## src/sv/bpc_pkg.sv

```systemverilog
// Package with the shared types and constants of the button press classifier.
package bpc_pkg;

    localparam int NUM_BUTTONS = 4;
    localparam int BTN_W       = 2;
    localparam int TIME_W      = 16;
    localparam int CFG_W       = 64;
    localparam int ADDR_W      = 5;
    localparam int Q_DEPTH     = 4;
    localparam int Q_PTR_W     = $clog2(Q_DEPTH);
    localparam int Q_CNT_W     = $clog2(Q_DEPTH + 1);
    localparam int MAX_EVENTS  = 3;
    localparam int EV_CNT_W    = 2;

    typedef enum logic [1:0] {
        ST_UNPRESSED = 2'd0,
        ST_PRESSED   = 2'd1,
        ST_LONG      = 2'd2
    } press_state_t;

    typedef enum logic [1:0] {
        EV_PRESSED   = 2'd0,
        EV_LONG      = 2'd1,
        EV_RELEASED  = 2'd2,
        EV_UNPRESSED = 2'd3
    } event_kind_t;

    typedef enum logic [1:0] {
        REG_PRESS_THR = 2'd0,
        REG_LONG_THR  = 2'd1,
        REG_IDLE_LVL  = 2'd2,
        REG_NOTIFY    = 2'd3
    } reg_index_t;

    // All events caused by one tick, drained one per output transaction.
    typedef struct packed {
        logic [BTN_W-1:0]    button;
        logic [EV_CNT_W-1:0] count;
        event_kind_t         kind0;
        event_kind_t         kind1;
        event_kind_t         kind2;
    } evt_rec_t;

endpackage

```

## src/sv/button_press_classifier_top.sv

```systemverilog
// Top level of the button press classifier: tick stage, press state and event queue.
//
// The block classifies presses of up to four buttons. Each input transaction is one tick
// for one button (index, sampled level, milliseconds since its previous tick). A button is
// held while its level differs from its configured idle level; its 16-bit hold timer then
// accumulates (saturating) and the button steps from unpressed to pressed to long pressed
// as its thresholds are reached, one step per tick. A tick at idle level clears the timer
// and, for a button with its notify bit set, reports released then unpressed, possibly
// followed by pressed when the press threshold is zero. Each tick yields zero to three
// output transactions, the final one marked with m_tlast. A tick is captured in an input
// register and classified from it once the queue has room; then the per-button state is
// updated and the tick's events, if any, are pushed as one record into a four-entry queue.
// One tick per cycle is taken while the queue has room; the queue drains one event per
// cycle while the consumer is ready, so eventful ticks go at the event consumer's pace.
// Registers are written over an APB-style port at byte addresses 0, 8, 16 and 24; the user
// must change configuration only while idle, as the block itself does not enforce it.
module button_press_classifier_top (
    input  logic                        clk,
    input  logic                        rst_n,
    // Tick input. s_tdata: button [1:0], level [2], elapsed_ms [18:3], zeros above.
    input  logic                        s_tvalid,
    output logic                        s_tready,
    input  logic [23:0]                 s_tdata,
    // Event output. m_tdata: event_button [1:0], event_kind [3:2], zeros above.
    output logic                        m_tvalid,
    input  logic                        m_tready,
    output logic [7:0]                  m_tdata,
    output logic                        m_tlast,
    // Configuration port.
    input  logic                        psel,
    input  logic                        penable,
    input  logic                        pwrite,
    input  logic [bpc_pkg::ADDR_W-1:0]  paddr,
    input  logic [bpc_pkg::CFG_W-1:0]   pwdata,
    output logic [bpc_pkg::CFG_W-1:0]   prdata,
    output logic                        pready
);
    import bpc_pkg::*;

    // ---------------------------------------------------------------- registers
    logic [CFG_W-1:0]       press_thr_reg;
    logic [CFG_W-1:0]       long_thr_reg;
    logic [NUM_BUTTONS-1:0] idle_lvl_reg;
    logic [NUM_BUTTONS-1:0] notify_reg;

    reg_index_t cfg_sel;
    logic       cfg_wr;

    assign pready  = 1'b1;
    assign cfg_sel = reg_index_t'(paddr[ADDR_W-1:3]);
    assign cfg_wr  = psel && penable && pwrite && pready;

    always_ff @(posedge clk or negedge rst_n)
    begin
        if (!rst_n)
        begin
            press_thr_reg <= '0;
            long_thr_reg  <= '0;
            idle_lvl_reg  <= '0;
            notify_reg    <= '0;
        end
        else if (cfg_wr)
        begin
            unique case (cfg_sel)
                REG_PRESS_THR: press_thr_reg <= pwdata;
                REG_LONG_THR:  long_thr_reg  <= pwdata;
                REG_IDLE_LVL:  idle_lvl_reg  <= pwdata[NUM_BUTTONS-1:0];
                REG_NOTIFY:    notify_reg    <= pwdata[NUM_BUTTONS-1:0];
                default:       ;
            endcase
        end
    end

    always_comb
    begin
        prdata = '0;
        unique case (cfg_sel)
            REG_PRESS_THR: prdata = press_thr_reg;
            REG_LONG_THR:  prdata = long_thr_reg;
            REG_IDLE_LVL:  prdata[NUM_BUTTONS-1:0] = idle_lvl_reg;
            REG_NOTIFY:    prdata[NUM_BUTTONS-1:0] = notify_reg;
            default:       prdata = '0;
        endcase
    end

    // ---------------------------------------------------------------- tick input register
    logic              in_vld_reg;
    logic [BTN_W-1:0]  in_btn_reg;
    logic              in_lvl_reg;
    logic [TIME_W-1:0] in_ms_reg;
    logic              consume;
    logic              q_full;

    // The registered tick is retired whenever the queue can take its record.
    assign consume  = in_vld_reg && !q_full;
    assign s_tready = !in_vld_reg || consume;

    always_ff @(posedge clk or negedge rst_n)
    begin
        if (!rst_n)
        begin
            in_vld_reg <= 1'b0;
        end
        else if (s_tready)
        begin
            in_vld_reg <= s_tvalid;
        end
    end

    always_ff @(posedge clk)
    begin
        if (s_tready && s_tvalid)
        begin
            in_btn_reg <= s_tdata[BTN_W-1:0];
            in_lvl_reg <= s_tdata[BTN_W];
            in_ms_reg  <= s_tdata[BTN_W+1 +: TIME_W];
        end
    end

    // ---------------------------------------------------------------- classification
    press_state_t      press_state_reg [NUM_BUTTONS];
    logic [TIME_W-1:0] held_time_reg   [NUM_BUTTONS];

    logic              btn_ok;
    press_state_t      st_cur;
    press_state_t      st_next;
    logic [TIME_W-1:0] ht_cur;
    logic [TIME_W-1:0] ht_next;
    logic [TIME_W:0]   ht_sum;
    logic [TIME_W-1:0] pth;
    logic [TIME_W-1:0] lth;
    logic              notify;
    logic              check;
    evt_rec_t          rec_next;

    assign btn_ok = ({1'b0, in_btn_reg} < (BTN_W+1)'(NUM_BUTTONS));
    assign pth    = press_thr_reg[TIME_W*in_btn_reg +: TIME_W];
    assign lth    = long_thr_reg[TIME_W*in_btn_reg +: TIME_W];
    assign notify = notify_reg[in_btn_reg];
    assign ht_cur = held_time_reg[in_btn_reg];
    assign ht_sum = {1'b0, ht_cur} + {1'b0, in_ms_reg};

    always_comb
    begin
        st_cur = press_state_reg[in_btn_reg];
        // The unused state code behaves as unpressed.
        if (st_cur != ST_PRESSED && st_cur != ST_LONG)
        begin
            st_cur = ST_UNPRESSED;
        end
        st_next         = st_cur;
        check           = 1'b1;
        rec_next        = '0;
        rec_next.button = in_btn_reg;
        rec_next.kind0  = EV_PRESSED;
        rec_next.kind1  = EV_PRESSED;
        rec_next.kind2  = EV_PRESSED;

        if (in_lvl_reg != idle_lvl_reg[in_btn_reg])
        begin
            ht_next = ht_sum[TIME_W] ? '1 : ht_sum[TIME_W-1:0];
        end
        else
        begin
            ht_next = '0;
            if (st_cur != ST_UNPRESSED)
            begin
                st_next = ST_UNPRESSED;
                if (notify)
                begin
                    rec_next.kind0 = EV_RELEASED;
                    rec_next.kind1 = EV_UNPRESSED;
                    rec_next.count = EV_CNT_W'(2);
                end
                else
                begin
                    check = 1'b0;
                end
            end
        end

        if (check)
        begin
            unique case (st_next)
                ST_UNPRESSED:
                begin
                    if (ht_next >= pth)
                    begin
                        st_next = ST_PRESSED;
                        if (notify)
                        begin
                            // Lands after released and unpressed when those came first.
                            if (rec_next.count == '0)
                            begin
                                rec_next.kind0 = EV_PRESSED;
                            end
                            else
                            begin
                                rec_next.kind2 = EV_PRESSED;
                            end
                            rec_next.count = rec_next.count + EV_CNT_W'(1);
                        end
                    end
                end
                ST_PRESSED:
                begin
                    if (ht_next >= lth)
                    begin
                        st_next = ST_LONG;
                        if (notify)
                        begin
                            rec_next.kind0 = EV_LONG;
                            rec_next.count = EV_CNT_W'(1);
                        end
                    end
                end
                ST_LONG:
                begin
                    ht_next = lth;
                end
                default:
                begin
                    st_next = ST_UNPRESSED;
                end
            endcase
        end
    end

    always_ff @(posedge clk or negedge rst_n)
    begin
        if (!rst_n)
        begin
            for (int i = 0; i < NUM_BUTTONS; i++)
            begin
                press_state_reg[i] <= ST_UNPRESSED;
                held_time_reg[i]   <= '0;
            end
        end
        else if (consume && btn_ok)
        begin
            press_state_reg[in_btn_reg] <= st_next;
            held_time_reg[in_btn_reg]   <= ht_next;
        end
    end

    // ---------------------------------------------------------------- event queue
    evt_rec_t            q_mem [Q_DEPTH];
    logic [Q_PTR_W-1:0]  q_wr_reg;
    logic [Q_PTR_W-1:0]  q_rd_reg;
    logic [Q_CNT_W-1:0]  q_cnt_reg;
    logic [EV_CNT_W-1:0] sub_reg;
    logic                push;
    logic                pop_ev;
    logic                pop_rec;
    evt_rec_t            head;
    event_kind_t         head_kind;

    assign q_full   = (q_cnt_reg == Q_CNT_W'(Q_DEPTH));
    assign push     = consume && btn_ok && (rec_next.count != '0);
    assign head     = q_mem[q_rd_reg];
    assign m_tvalid = (q_cnt_reg != '0);
    assign m_tlast  = (sub_reg == head.count - EV_CNT_W'(1));
    assign pop_ev   = m_tvalid && m_tready;
    assign pop_rec  = pop_ev && m_tlast;

    always_comb
    begin
        unique case (sub_reg)
            2'd0:    head_kind = head.kind0;
            2'd1:    head_kind = head.kind1;
            default: head_kind = head.kind2;
        endcase
    end

    assign m_tdata = {4'b0, head_kind, head.button};

    always_ff @(posedge clk)
    begin
        if (push)
        begin
            q_mem[q_wr_reg] <= rec_next;
        end
    end

    always_ff @(posedge clk or negedge rst_n)
    begin
        if (!rst_n)
        begin
            q_wr_reg  <= '0;
            q_rd_reg  <= '0;
            q_cnt_reg <= '0;
            sub_reg   <= '0;
        end
        else
        begin
            if (push)
            begin
                q_wr_reg <= q_wr_reg + Q_PTR_W'(1);
            end
            if (pop_rec)
            begin
                q_rd_reg <= q_rd_reg + Q_PTR_W'(1);
                sub_reg  <= '0;
            end
            else if (pop_ev)
            begin
                sub_reg <= sub_reg + EV_CNT_W'(1);
            end
            if (push && !pop_rec)
            begin
                q_cnt_reg <= q_cnt_reg + Q_CNT_W'(1);
            end
            else if (pop_rec && !push)
            begin
                q_cnt_reg <= q_cnt_reg - Q_CNT_W'(1);
            end
        end
    end

    // ---------------------------------------------------------------- assertions
    a_q_no_overflow: assert property (@(posedge clk) disable iff (!rst_n)
        q_cnt_reg <= Q_CNT_W'(Q_DEPTH))
        else $error("event queue count above its depth");

    a_sub_in_range: assert property (@(posedge clk) disable iff (!rst_n)
        m_tvalid |-> (sub_reg < head.count))
        else $error("event index beyond the events of the head record");

    a_last_restarts: assert property (@(posedge clk) disable iff (!rst_n)
        pop_rec |=> (sub_reg == '0))
        else $error("event index not restarted after the final event of a tick");

    a_tick_held: assert property (@(posedge clk) disable iff (!rst_n)
        (in_vld_reg && q_full) |=> (in_vld_reg && $stable(in_btn_reg) && $stable(in_ms_reg)))
        else $error("registered tick lost while the queue was full");

endmodule

```

## config.mk

```make
export PLATFORM = sky130hd
export DESIGN_NAME = button_press_classifier_top
export DESIGN_NICKNAME = d
export VERILOG_FILES = /design/src/sv/bpc_pkg.sv /design/src/sv/button_press_classifier_top.sv
export SDC_FILE = /design/constraint.sdc
export NUM_CORES = 1
export LEC_CHECK = 0
export ABC_AREA = 1
export BUFFER_PORTS_ARGS = -buffer_cell sky130_fd_sc_hd__buf_4
export CORE_UTILIZATION = 41
export CTS_CLUSTER_SIZE = 8
export DETAILED_ROUTE_END_ITERATION = 10
export GPL_TIMING_DRIVEN = 0
export HOLD_SLACK_MARGIN = 0.02
export PLACE_DENSITY_LB_ADDON = 0.3
export SLEW_MARGIN = 20
export SYNTH_ARGS = -nofsm -noshare
export SYNTH_HDL_FRONTEND = slang
export SYNTH_SLANG_ARGS = --single-unit
export TNS_END_PERCENT = 100
```

## constraint.sdc

```tcl
create_clock -name clk -period 6.3 [get_ports clk]
set_input_delay 1.575 -clock clk [delete_from_list [all_inputs] [get_ports clk]]
set_output_delay 1.575 -clock clk [all_outputs]
set_load 0.1 [all_outputs]
```

# == Word level (Yosys, flattened, before mapping) ==
# Memories as Yosys holds them, arrays and structs flattened.
# Cells that the tools add are included.
# word_totals
ff_bits,237
ramBits,32
output_inout_bits,76
n_memories,1
# mem_list
name,depth,word_bits,read_ports,rd_clocked_by_memory_dff,wr,line_no,source
q_mem,4,8,1,0,1,button_press_classifier_top.sv:247,evt_rec_t q_mem [Q_DEPTH];
# classes
add_sub_neg,8
magnitude_cmp,5
n_eq_ne,11
shift,2
mux,49
bitwise_logic,1
reduce_logical,29
# ops
op,count
64-bit by 7-bit indexed part select with 16-bit output,2
60-bit one-hot mux with 2 select lines,1
16-bit 2-to-1 mux,7
64-bit bitwise mux,1
16-bit binary-select mux with 2-bit select,1
16-bit demux with 2-bit select,1
16-bit >= comparator,2
2-bit 2-to-1 mux,12
4-bit 2-to-1 mux,5
6-bit 2-to-1 mux,3
16-bit by 16-bit adder with 17-bit output,1
4-bit one-hot mux with 4 select lines,1
1-bit logical AND,11
"2-bit by 1-bit adder with 2-bit output, second input constant",4
8-bit bitwise mux,1
2-bit zero test,4
4-bit one-hot mux with 2 select lines,1
2-bit AND reduction,4
2-bit nonzero test,4
1-bit 2-to-1 mux,7
"2-bit by 1-bit == test with 1-bit output, second input constant",3
"2-bit == test, second input constant",3
3-bit 2-to-1 mux,2
2-bit one-hot mux with 3 select lines,1
19 further kinds,23

# == Longest topological paths before layout ==
# logic_depth
word_depth,22
mapped_depth,36

# == Worst setup path after synthesis ==
# No wires, ideal clock.
# synth_timing
path_kind,input port to output port
from,in paddr[3] in the netlist's numbering
to,out prdata[22] in the netlist's numbering
arrival_time_ns,4.331
path_slack_ns,0.394
path_stages,5
path_cell_list,inv_1 -> nor2_1 -> inv_1 -> clkbuf_1 -> o21ai_0
# synth_via
elab_chain_len,2
# synth_rtl
element,line_no,source
"start, declared",button_press_classifier_top.sv:33,"input logic [bpc_pkg::ADDR_W-1:0] paddr,"
2-bit by 1-bit == test with 1-bit output / 2-bit zero test (equally long branches),button_press_classifier_top.sv:77,unique case (cfg_sel)
60-bit one-hot mux with 2 select lines (*),button_press_classifier_top.sv:77,
"end, declared",button_press_classifier_top.sv:35,"output logic [bpc_pkg::CFG_W-1:0] prdata,"
# Mark *: on every way between the ends. The rest lies on a longest branch, timed or not.

# == Final worst setup path ==
# layout_timing
from,reg in_btn_reg[0]
to,reg q_cnt_reg[2]
# layout_via
elab_chain_len,20
# layout_rtl
element,line_no,source
"start, declared",button_press_classifier_top.sv:88,logic [BTN_W-1:0] in_btn_reg;
"start signal, assigned",button_press_classifier_top.sv:114,in_btn_reg <= s_tdata[BTN_W-1:0];
branches (longest 14 deep; another with 16-bit by 16-bit adder with 17-bit output),--,
4-bit 2-to-1 mux (*),button_press_classifier_top.sv:182,if (check)
2-bit nonzero test (*),button_press_classifier_top.sv:259,assign push = consume && btn_ok && (rec_next.count != '0);
1-bit logical AND (*),button_press_classifier_top.sv:259,
via push,button_press_classifier_top.sv:252,logic push;
1-bit zero test,button_press_classifier_top.sv:313,else if (pop_rec && !push)
1-bit logical AND,button_press_classifier_top.sv:313,
2-bit nonzero test (no source line),--,
"end signal, assigned",button_press_classifier_top.sv:311,q_cnt_reg <= q_cnt_reg + Q_CNT_W'(1);
"end signal, assigned",button_press_classifier_top.sv:315,q_cnt_reg <= q_cnt_reg - Q_CNT_W'(1);
"end, declared",button_press_classifier_top.sv:250,logic [Q_CNT_W-1:0] q_cnt_reg;
# Mark *: on every way through the listed nets, which the timed path passes. The select of a mux whose other input is x is not followed.
# A chain may end at the register's enable or synchronous reset.

==> flow_summary.json <==
{
  "drive_gt1_share_pct": 14.3,
  "setup_violations": 0,
  "die_x_um": 187,
  "slew_viol_final": 0,
  "drtIter0Drc": 1164,
  "dieArea_sq_um": 34800,
  "first_global_vias": 12800,
  "yosysTopAreaCell": "dfrtp_1",
  "run_status": "finished, final reports clean",
  "port-buffer-count": 162,
  "drtAntennaViolNets": 0,
  "synth_warnings": 0,
  "cts_tree": "yes",
  "synth_seq_cells": 261,
  "critPathArrivalTime_ns": 6.26,
  "powerDensity_nw_per_um2": 465,
  "netlist_instances": 1743,
  "drc_errors": 0,
  "total_leakage_power_nw": 8.70,
  "dr.pass1.iters": 5,
  "r2r_start": "in_btn_reg[0]",
  "grt_max_degree": 98,
  "start_util_pct": 41.7,
  "syn-cell-area_sq_um": 14000,
  "coreArea_sq_um": 33500,
  "synth_top_area_share_pct": 39.0,
  "regArea_sq_um": 6750,
  "period_share_pct": 93.3,
  "fin_crit_ns": 5.88,
  "area_delta_synth_final_pct": 21.4,
  "grt.total_usage_pct": 27.3,
  "clock_latency_ns": 0.53,
  "crit_start": "in_btn_reg[0]",
  "crit_type": "register to register",
  "ir_drop_mv": 0.298,
  "crit_end": "q_cnt_reg[2]",
  "ys_seq_area_share_pct": 48.3,
  "crit_top_cell": "nand2_1",
  "clkSinkCount": 261,
  "finalSetupTns_ns": 0,
  "final_nets": 2113,
  "path_depth": 35,
  "synthTopCellsByArea": "dfrtp_1 39%, nand2_1 15%, edfxtp_1 9.2%",
  "hold_buffers": 0,
  "r2r-end": "q_cnt_reg[2]",
  "clock.fmax_ghz": 0.170,
  "antenna_found_initial": 0,
  "critPathLaunchType": "register",
  "num-fill-cells": 3244,
  "cp_max_fo": 10,
  "r2r_slack_ns": 0.42,
  "cp_top_family": "simple AND/OR/NAND/NOR gates",
  "htree_levels": 2,
  "die_y_um": 187,
  "cp_slowest_cell": "fa_1",
  "pin_count": 176,
  "cap_violations": 0,
  "clockBufferDepth": 3,
  "async_flop_share_pct": 83.5,
  "r2r_cells": 35,
  "dp_hpwl_um": 35400,
  "worst_slew_pin_slew_ns": 1.01,
  "end_kind": "register",
  "routabilityCongestion": 0.957,
  "path_clk_slew_ns": 0.05,
  "multiInputGateArea_sq_um": 6060,
  "setup_ws_ns": 0.422,
  "grt_pass1_wl_um": 73400,
  "row_count": 67,
  "root_buffer": "clkbuf_16",
  "wl_per_cell_um": 19.7,
  "rsz0062_at_grt": "false",
  "ys.flop_type": "dfrtp_1",
  "numCtsBuffers": 38,
  "synth.distinct_cells": 45,
  "vias": 13100,
  "hold_violations": 0,
  "finClkSkew_ns": 0.0300,
  "synth.avg_cell_area_sq_um": 8.02,
  "pre_cts_ws_ns": -0.858,
  "num_antenna_cells": 0,
  "relSlewSlack_pct": 32.3,
  "grt-ovfl-total": 0,
  "path_buf_inv": 8,
  "wirelength_um": 47600,
  "hp-class": "register to register",
  "slowest_delay_ns": 0.44,
  "critical_path_required_ns": 6.68,
  "synth_edf_count": 43,
  "via_per_inst": 5.42
}
routing by layer:
layer	routed length (um)	part of all wire (%)	track usage (%)	vias up
met5	0	0	0	-
met4	2090	4.4	12.3	0
met3	4150	8.7	4.66	127
met2	21700	46	43.3	645
met1	19600	41	36.6	6212
li1	-	-	-	6093
worst register-to-register path: cells and delay by family, from the launching register on:
| kind | cells | cell delay (ns) |
|---|---|---|
| DFF | 1 | 0.42 |
| adders and majority gates | 5 | 1.48 |
| buffers and inverters | 8 | 1.01 |
| xor gates and xnor gates | 1 | 0.15 |
| and+or+nand+nor | 15 | 1.78 |
| AOI/OAI and AO/OA | 6 | 0.91 |
worst min-delay path by stage:
stage / from / endpoint / slack, ns / cells after the start
after floorplan: held_time_reg[12] / held_time_reg[12] / 0.45 / 2
after global placement: held_time_reg[12] / held_time_reg[12] / 0.46 / 2
after detailed placement: held_time_reg[22] / held_time_reg[22] / 0.47 / 2
after CTS: held_time_reg[20] / held_time_reg[20] / 0.48 / 2
after global routing: held_time_reg[35] / held_time_reg[35] / 0.49 / 2
final: held_time_reg[12] / held_time_reg[12] / 0.48 / 2
layout by cell type, fill, tap and decap left out, types with 4 or more instances in the layout:
cell type | synthesis | layout
clkbuf_16 | 0 | 38
o221ai_1 | 13 | 12
nand2_2 | 11 | 12
conb_1 | 2 | 5
o21ai_2 | 5 | 5
nand2_1 | 571 | 569
buf_4 | 10 | 178
inv_1 | 221 | 220
nor2_2 | 4 | 4
o22ai_1 | 39 | 39
o21ai_1 | 4 | 4
a21oi_1 | 44 | 44
o21ai_0 | 194 | 194
buf_2 | 8 | 10
buf_1 | 9 | 4
clkbuf_1 | 50 | 51
a22oi_1 | 39 | 38
ha_1 | 57 | 57
edfxtp_1 | 43 | 43
o2111ai_1 | 4 | 4
xnor2_1 | 8 | 8
inv_2 | 5 | 5
a221oi_1 | 10 | 10
nor3_1 | 5 | 5
nand4_1 | 5 | 5
nor2_1 | 58 | 57
and2_1 | 4 | 4
clkbuf_2 | 0 | 4
a22o_1 | 19 | 19
dfrtp_1 | 218 | 218
clkinv_1 | 4 | 4
nand3_1 | 55 | 54
stage by stage:
stage	cells	hold slack [ns]	utilization [%]	cell area, sq um	power (W)
floorplan	1746	0.449	-	14000	0.00499
global placement	2356	0.463	47.0	15800	0.00590
detailed placement	2358	0.466	47.2	15800	0.00600
CTS	2410	0.480	50.4	16900	0.00787
global route	2412	0.493	50.6	17000	0.00840
finish	2412	0.478	50.6	17000	0.00789
synthesized netlist by cell type, types with 2 or more instances:
cell type and n:
inv_2 5, inv_1 221, nor3_1 5, o2111ai_1 4
nand2_4 2, clkinv_1 4, a21oi_1 44, nand2_1 571
clkbuf_1 50, nand3_1 55, a22o_1 19, o221ai_1 13
buf_1 9, buf_2 8, o21ai_0 194, and2_1 4
edfxtp_1 43, dfrtp_1 218, o21bai_1 3, a21o_1 2
xor2_1 3, a22oi_1 39, fa_1 2, o21ai_2 5
xnor2_1 8, nand2_2 11, o22ai_1 39, conb_1 2
nand4_1 5, buf_4 10, nor2_1 58, nand3b_1 3
nor2_2 4, o21ai_1 4, a221oi_1 10, ha_1 57
cell families after synthesis:
| family | count (synthesis) | share of synthesized area (%) |
|---|---|---|
| AOI/OAI and AO/OA | 380 | 16.2 |
| xor gates and xnor gates | 11 | 0.689 |
| adders and majority gates | 59 | 5.39 |
| buffers and inverters | 309 | 8.71 |
| DFF | 261 | 48.3 |
| other | 2 | 0.0537 |
| and+or+nand+nor | 721 | 20.6 |
cell type report:
| type | count | share of cell area (%) |
|---|---|---|
| flip-flops and latches | 261 | 39.8 |
| clock buffers | 47 | 5.86 |
| inverters | 231 | 5.15 |
| plain buffers | 76 | 2.16 |
| clock inverters | 3 | 0.199 |
| repair buffers | 170 | 7.81 |
| multi-input cells | 1176 | 35.7 |
| well taps | 448 | 3.31 |
repair_timing:
action / 4_1_cts / 5_1_grt
endpoints found under the setup margin: 27 / 27
pin swaps: 1 / 0
buffers inserted: 3 / 3
gates resized for setup: 12 / 19
where the power goes:
group	switching (W)	internal (W)	total [W]	leakage, nW
clock network	0.000728	0.00110	0.00182	0.501
registers	0.000301	0.00217	0.00247	3.19
logic	0.00252	0.00108	0.00360	5.02
Note: power is estimated with default switching activity, not from simulation.
